<file path="src/rtl/core/skwd_pkg.sv">
// Shared types and codes for the session keepalive watchdog.
package skwd_pkg;

    localparam int unsigned IdWidth   = 64;
    localparam int unsigned TimeWidth = 32;
    localparam int unsigned CntWidth  = 32;

    localparam logic [TimeWidth-1:0] TimeoutReset = TimeWidth'(3000);

    localparam logic OpFrame = 1'b0;
    localparam logic OpCheck = 1'b1;

    localparam logic [1:0] FrameStart = 2'd0;
    localparam logic [1:0] FrameStop  = 2'd1;
    localparam logic [1:0] FrameBeat  = 2'd2;

    localparam logic [1:0] StatusOk      = 2'd0;
    localparam logic [1:0] StatusInvalid = 2'd1;
    localparam logic [1:0] StatusDecode  = 2'd2;

    typedef struct packed {
        logic                 opcode;
        logic                 frame_ok;
        logic [1:0]           frame_type;
        logic [IdWidth-1:0]   frame_session;
        logic [IdWidth-1:0]   requested_session;
        logic [TimeWidth-1:0] now_ms;
    } item_t;

    typedef struct packed {
        logic [1:0]          status;
        logic                expired;
        logic                session_open;
        logic [IdWidth-1:0]  open_session_id;
        logic [CntWidth-1:0] good_frames;
        logic [CntWidth-1:0] error_frames;
        logic [CntWidth-1:0] stale_frames;
    } result_t;

endpackage

</file>
<file path="src/rtl/core/session_keepalive_watchdog_unit.sv">
// Top level of the session keepalive watchdog.
// An accepted transaction is held in the input stage register, and its result is held in the core's result register.
// Throughput: one transaction per cycle while out_ready does not stall the output; the session update is one pass
// of compare and add logic between the input and result registers.
// Reset: rst_n clears the session, all counters and both valid flags,
// and sets the timeout to 3000 ms.
module session_keepalive_watchdog_unit (
    input  logic                          clk,
    input  logic                          rst_n,
    input  logic                          cfg_valid,
    output logic                          cfg_ready,
    input  logic [skwd_pkg::TimeWidth-1:0] cfg_data,
    input  logic                          in_valid,
    output logic                          in_ready,
    input  logic                          opcode,
    input  logic                          frame_ok,
    input  logic [1:0]                    frame_type,
    input  logic [skwd_pkg::IdWidth-1:0]  frame_session,
    input  logic [skwd_pkg::IdWidth-1:0]  requested_session,
    input  logic [skwd_pkg::TimeWidth-1:0] now_ms,
    output logic                          out_valid,
    input  logic                          out_ready,
    output logic [1:0]                    status,
    output logic                          expired,
    output logic                          session_open,
    output logic [skwd_pkg::IdWidth-1:0]  open_session_id,
    output logic [skwd_pkg::CntWidth-1:0] good_frames,
    output logic [skwd_pkg::CntWidth-1:0] error_frames,
    output logic [skwd_pkg::CntWidth-1:0] stale_frames
);
    import skwd_pkg::*;

    logic [TimeWidth-1:0] timeout_reg;
    item_t                in_item;
    item_t                item;
    logic                 item_valid;
    logic                 item_take;
    result_t              result;

    assign cfg_ready = 1'b1;

    always_ff @(posedge clk or negedge rst_n)
    begin
        if (!rst_n)
        begin
            timeout_reg <= TimeoutReset;
        end
        else if (cfg_valid)
        begin
            timeout_reg <= cfg_data;
        end
    end

    assign in_item.opcode            = opcode;
    assign in_item.frame_ok          = frame_ok;
    assign in_item.frame_type        = frame_type;
    assign in_item.frame_session     = frame_session;
    assign in_item.requested_session = requested_session;
    assign in_item.now_ms            = now_ms;

    skwd_in_stage u_in_stage (
        .clk        (clk),
        .rst_n      (rst_n),
        .in_valid   (in_valid),
        .in_ready   (in_ready),
        .in_item    (in_item),
        .item_valid (item_valid),
        .item_take  (item_take),
        .item       (item)
    );

    skwd_core u_core (
        .clk        (clk),
        .rst_n      (rst_n),
        .timeout    (timeout_reg),
        .item_valid (item_valid),
        .item_take  (item_take),
        .item       (item),
        .out_valid  (out_valid),
        .out_ready  (out_ready),
        .result     (result)
    );

    assign status          = result.status;
    assign expired         = result.expired;
    assign session_open    = result.session_open;
    assign open_session_id = result.open_session_id;
    assign good_frames     = result.good_frames;
    assign error_frames    = result.error_frames;
    assign stale_frames    = result.stale_frames;

endmodule

</file>
<file path="src/rtl/core/skwd_in_stage.sv">
// Input register stage that holds one accepted transaction for the core.
module skwd_in_stage (
    input  logic           clk,
    input  logic           rst_n,
    input  logic           in_valid,
    output logic           in_ready,
    input  skwd_pkg::item_t in_item,
    output logic           item_valid,
    input  logic           item_take,
    output skwd_pkg::item_t item
);
    import skwd_pkg::*;

    logic  valid_reg;
    logic  valid_next;
    item_t item_reg;

    assign in_ready   = !valid_reg || item_take;
    assign item_valid = valid_reg;
    assign item       = item_reg;

    always_comb
    begin
        valid_next = valid_reg;
        if (in_ready)
        begin
            valid_next = in_valid;
        end
    end

    always_ff @(posedge clk or negedge rst_n)
    begin
        if (!rst_n)
        begin
            valid_reg <= 1'b0;
        end
        else
        begin
            valid_reg <= valid_next;
        end
    end

    always_ff @(posedge clk)
    begin
        if (in_ready && in_valid)
        begin
            item_reg <= in_item;
        end
    end

endmodule

</file>
<file path="src/rtl/core/skwd_core.sv">
// Session state, counters, the timeout check and the result register.
module skwd_core (
    input  logic                               clk,
    input  logic                               rst_n,
    input  logic [skwd_pkg::TimeWidth-1:0]     timeout,
    input  logic                               item_valid,
    output logic                               item_take,
    input  skwd_pkg::item_t                    item,
    output logic                               out_valid,
    input  logic                               out_ready,
    output skwd_pkg::result_t                  result
);
    import skwd_pkg::*;

    logic                 active_reg;
    logic                 active_next;
    logic [IdWidth-1:0]   sess_reg;
    logic [IdWidth-1:0]   sess_next;
    logic [TimeWidth-1:0] beat_reg;
    logic [TimeWidth-1:0] beat_next;
    logic [CntWidth-1:0]  good_reg;
    logic [CntWidth-1:0]  good_next;
    logic [CntWidth-1:0]  error_reg;
    logic [CntWidth-1:0]  error_next;
    logic [CntWidth-1:0]  stale_reg;
    logic [CntWidth-1:0]  stale_next;
    logic                 valid_reg;
    logic [1:0]           status_next;
    logic                 expired_next;
    logic [TimeWidth-1:0] elapsed;
    logic                 sess_match;
    result_t              result_reg;

    assign item_take  = item_valid && (!valid_reg || out_ready);
    assign out_valid  = valid_reg;
    assign result     = result_reg;
    assign elapsed    = item.now_ms - beat_reg;
    assign sess_match = active_reg && (item.frame_session == sess_reg);

    always_comb
    begin
        active_next  = active_reg;
        sess_next    = sess_reg;
        beat_next    = beat_reg;
        good_next    = good_reg;
        error_next   = error_reg;
        stale_next   = stale_reg;
        status_next  = StatusOk;
        expired_next = 1'b0;
        if (item.opcode == OpCheck)
        begin
            if (active_reg && (elapsed > timeout))
            begin
                active_next  = 1'b0;
                sess_next    = '0;
                expired_next = 1'b1;
            end
        end
        else if (!item.frame_ok)
        begin
            error_next  = error_reg + 1'b1;
            status_next = StatusDecode;
        end
        else
        begin
            good_next = good_reg + 1'b1;
            case (item.frame_type)
                FrameStart:
                begin
                    if ((item.requested_session == '0) ||
                        (item.frame_session != item.requested_session))
                    begin
                        error_next  = error_reg + 1'b1;
                        status_next = StatusInvalid;
                    end
                    else
                    begin
                        sess_next   = item.requested_session;
                        active_next = 1'b1;
                        beat_next   = item.now_ms;
                    end
                end
                FrameStop:
                begin
                    if (!sess_match)
                    begin
                        stale_next  = stale_reg + 1'b1;
                        status_next = StatusInvalid;
                    end
                    else
                    begin
                        active_next = 1'b0;
                        sess_next   = '0;
                    end
                end
                FrameBeat:
                begin
                    if (!sess_match)
                    begin
                        stale_next  = stale_reg + 1'b1;
                        status_next = StatusInvalid;
                    end
                    else
                    begin
                        beat_next = item.now_ms;
                    end
                end
                default:
                begin
                    error_next  = error_reg + 1'b1;
                    status_next = StatusInvalid;
                end
            endcase
        end
    end

    always_ff @(posedge clk or negedge rst_n)
    begin
        if (!rst_n)
        begin
            active_reg <= 1'b0;
            sess_reg   <= '0;
            beat_reg   <= '0;
            good_reg   <= '0;
            error_reg  <= '0;
            stale_reg  <= '0;
            valid_reg  <= 1'b0;
        end
        else
        begin
            if (item_take)
            begin
                active_reg <= active_next;
                sess_reg   <= sess_next;
                beat_reg   <= beat_next;
                good_reg   <= good_next;
                error_reg  <= error_next;
                stale_reg  <= stale_next;
                valid_reg  <= 1'b1;
            end
            else if (out_ready)
            begin
                valid_reg <= 1'b0;
            end
        end
    end

    always_ff @(posedge clk)
    begin
        if (item_take)
        begin
            result_reg.status          <= status_next;
            result_reg.expired         <= expired_next;
            result_reg.session_open    <= active_next;
            result_reg.open_session_id <= sess_next;
            result_reg.good_frames     <= good_next;
            result_reg.error_frames    <= error_next;
            result_reg.stale_frames    <= stale_next;
        end
    end

endmodule

</file>
<file path="config.mk">
export PLATFORM = sky130hd
export DESIGN_NAME = session_keepalive_watchdog_unit
export DESIGN_NICKNAME = d
export VERILOG_FILES = /design/src/rtl/core/skwd_pkg.sv /design/src/rtl/core/session_keepalive_watchdog_unit.sv /design/src/rtl/core/skwd_in_stage.sv /design/src/rtl/core/skwd_core.sv
export SDC_FILE = /design/constraint.sdc
export NUM_CORES = 1
export LEC_CHECK = 0
export BUFFER_PORTS_ARGS = -buffer_cell sky130_fd_sc_hd__clkbuf_2
export CAP_MARGIN = 20
export CORE_ASPECT_RATIO = 1.4
export CORE_MARGIN = 10
export CORE_UTILIZATION = 60
export CTS_BUF_LIST = sky130_fd_sc_hd__clkbuf_4
export CTS_CLUSTER_DIAMETER = 30
export DETAILED_ROUTE_END_ITERATION = 8
export GPL_ROUTABILITY_DRIVEN = 0
export PLACE_DENSITY = 0.87
export SETUP_SLACK_MARGIN = 0.3
export SYNTH_ARGS = -nofsm -noshare
export SYNTH_HDL_FRONTEND = slang
export SYNTH_SLANG_ARGS = --single-unit
</file>
<file path="constraint.sdc">
create_clock -name clk -period 9.1 [get_ports clk]
set_clock_uncertainty 0.1 [all_clocks]
set_input_delay 0.91 -clock clk [delete_from_list [all_inputs] [get_ports clk]]
set_output_delay 0.91 -clock clk [all_outputs]
set_load 0.01 [all_outputs]
</file>
==> results.sh <==
export IMPL_status="finished clean"
export IMPL_drv_cap=0
export IMPL_dpl_hpwl_um=50700
export IMPL_cts_max_level=4
export IMPL_ir_drop_mv=0.167
export IMPL_core_sq_mm=0.0423
export IMPL_startpoint_type="flip-flop"
export IMPL_ys_flop_type="edfxtp_1"
export IMPL_fin_area_sq_mm=0.0301
export IMPL_ys_seq_area_share_pct=60.3
export IMPL_drtIter0Drc=1987
export IMPL_cpMaxStageDelayCell="buf_4"
export IMPL_die_w_um=195
export IMPL_layout_commonest_cell="clkbuf_2"
export IMPL_whs_ps=60.0
export IMPL_clkPwrFrac_pct=35.1
export IMPL_ys_types=84
export IMPL_dr_pass1_iters=7
export IMPL_start_util_pct=60.9
export IMPL_p_total_mw=6.72
export IMPL_worst_pin_slew_ps=976
export IMPL_cts_made_buffers=138
export IMPL_viasPerCell=6.19
export IMPL_area_growth_pct=16.9
export IMPL_grt_antenna_before_repair=5
export IMPL_fin_cells=3207
export IMPL_grt_pass1_wl_um=116000
export IMPL_p_leak_nw=13.1
export IMPL_ant_nets=0
export IMPL_dp_slack_ps=3380
export IMPL_swShare_pct=30.2
export IMPL_insertion_delay_ps=930
export IMPL_synth_nets=2380
export IMPL_setup_slack_ps=3210
export IMPL_p_per_area_mw_per_mm2=223
export IMPL_r2r_start="u_in_stage.item[0]"
export IMPL_first_global_vias=20500
export IMPL_row_count=89
export IMPL_clockBufferDepth=3
export IMPL_pwr_share_seq_pct=45.3
export IMPL_hold_violations=0
export IMPL_via_count=19900
export IMPL_worstHoldStart="frame_session[59]"
export IMPL_r2r_slack_ps=3210
export IMPL_cp_required_ps=9760
export IMPL_nNetsFinal=2813
export IMPL_cts_setup_buffers=0
export IMPL_path_cells="inv_1 > ha_1 > inv_1 > fa_1 > a21oi_1 > o211ai_1 > o41a_1 > a221o_1 > and4_4 > o311ai_4 > nand2_2 > a21oi_2 > xnor2_1 > ha_1 > nand4_1 > nor2_1 > a221oi_1 > o211ai_1 > o2111a_1 > nor2_4 > buf_4 > a22o_1"
export IMPL_die_h_um=265
export IMPL_cp_data_arrival_time_ps=6550
export IMPL_r2r_cells=22
export IMPL_wl_um=75700
export IMPL_cp_num_buf_inv=3
export IMPL_setup_violations=0
export IMPL_utilization_pct=71.1
export IMPL_cts_tree="done"
export IMPL_num_io_pins=368
export IMPL_finalSetupTns_ps=0
export IMPL_cp_end_kind="flip-flop"
export IMPL_p_switching_mw=2.03
export IMPL_synth_edf_count=328
export IMPL_post_drt_wl_per_cell_um=23.6
export IMPL_drive_gt1_share_pct=25.1
export IMPL_clkSinkCount=555
export IMPL_yosysWarnings=0
export IMPL_r2r_end="u_core.result[111]"
export IMPL_grt_max_degree=129
export IMPL_async_reset_ff_share_pct=40.9
export IMPL_cp_max_fo=64
export IMPL_clockRootBuffer="clkbuf_4"
export IMPL_syn_area_sq_mm=0.0258
export IMPL_dieArea_sq_mm=0.0517
export IMPL_portBuffers=366
export IMPL_min_period_ps=5890
export IMPL_placed_area_sq_mm=0.0280
export IMPL_critPathKind="reg -> reg"
export IMPL_syn_avg_cell_area_sq_um=12.2
export IMPL_postCtsHoldBufs=11
export IMPL_layout_common_cells="clkbuf_2 (365), edfxtp_1 (328), dfrtp_1 (220)"
export IMPL_crit_family="compound AO/OA/AOI/OAI gates"
export IMPL_period_share_pct=64.7
export IMPL_clk_pin_slew_ps=80
export IMPL_whs_path_depth=1
export IMPL_combPwrFrac_pct=19.5
export IMPL_clock_fmax_mhz=170
export IMPL_grt_overflow=0
export IMPL_grt_usage_pct=28.6
export IMPL_ctsResizeCount=0
export IMPL_ys_ff_latch=555
export IMPL_maxSlewHeadroom_pct=35.0
export IMPL_rsz0062_at_grt="false"
export IMPL_dp_cells=2935
export IMPL_slew_viol_final=0
export IMPL_internal_power_mw=4.69
export IMPL_netlist_instances=2108
export IMPL_hp_class="in -> reg"
export IMPL_drc_errors=0
export IMPL_holdPathEnd="u_in_stage.item[155]"
export IMPL_crit_path_max_incr_delay_ps=620
## synthesized netlist by cell type, types with 6 or more instances
master	instances	area, sq um
a211oi_1	7	52.6
a21o_1	19	143
a21oi_1	71	355
a22o_1	132	1160
a31oi_1	28	175
and2_1	14	87.6
and3_1	28	175
buf_2	46	230
clkbuf_1	43	161
dfrtp_1	220	5510
dfstp_2	7	184
edfxtp_1	328	9850
ha_1	70	876
inv_1	78	293
mux2_2	8	90.1
nand2_1	185	694
nand2b_1	7	43.8
nand3_1	54	270
nand4_1	51	319
nor2_1	82	308
nor2b_1	8	50.1
nor3_1	43	215
nor4_1	43	269
o21a_1	12	90.1
o21ai_0	113	566
o21ai_1	6	30.0
o21bai_1	9	67.6
o31ai_1	9	67.6
or3_1	10	62.6
xnor2_1	140	1230
xor2_1	139	1220
## cell type report
cell class | instances | area (sq um)
Clock buffer | 196 | 1470
Sequential cell | 555 | 15500
Multi-Input combinational cell | 1375 | 9520
Inverter | 79 | 304
Antenna cell | 3 | 7.51
Timing Repair Buffer | 392 | 2070
Fill cell | 2701 | 12200
Clock inverter | 61 | 515
Tap cell | 546 | 683
## power by group through the flow
stage	Sequential [mW]	Clock, mW	Combinational [mW]
finish	3.05	2.36	1.31
global route	3.06	2.54	1.45
CTS	3.04	2.38	1.30
detailed placement	3.09	0	1.28
global placement	3.08	0	1.23
floorplan	3.08	0	0.874
## routing by layer
metal	wire length [um]	GRT usage [%]	share of wire, %
met4	5390	20.3	7.1
met5	21	0	0.028
met2	37100	47.3	49
met3	8150	8.45	11
met1	25000	31.0	33
## worst max path at each step
| stage | from | to | depth (start not counted) |
|---|---|---|---|
| floorplan | out_ready | u_core.error_reg[22] | 7 |
| CTS | u_in_stage.item[0] | u_core.result[122] | 22 |
| finish | u_in_stage.item[0] | u_core.result[111] | 22 |
| global placement | u_in_stage.item[0] | u_core.result[122] | 22 |
| detailed placement | u_in_stage.item[0] | u_core.result[99] | 22 |
| global route | u_in_stage.item[0] | u_core.result[99] | 23 |
## cells by family (layout without fill, tap and decap cells)
kind of cell             count (synthesis)  count (layout)  share of synthesized area, %
adder cells (fa/ha/maj)                 71              71                          3.48
multiplexers                            12              12                         0.505
buffers and inverters                  178             728                          2.91
flip-flops                             555             555                          60.3
AO/OA/AOI/OAI                          439             439                          11.8
XOR/XNOR                               279             279                          9.49
other                                    1               4                        0.0146
AND/OR/NAND/NOR                        573             573                          11.5
No activity file was read; power rests on OpenSTA's default activity.
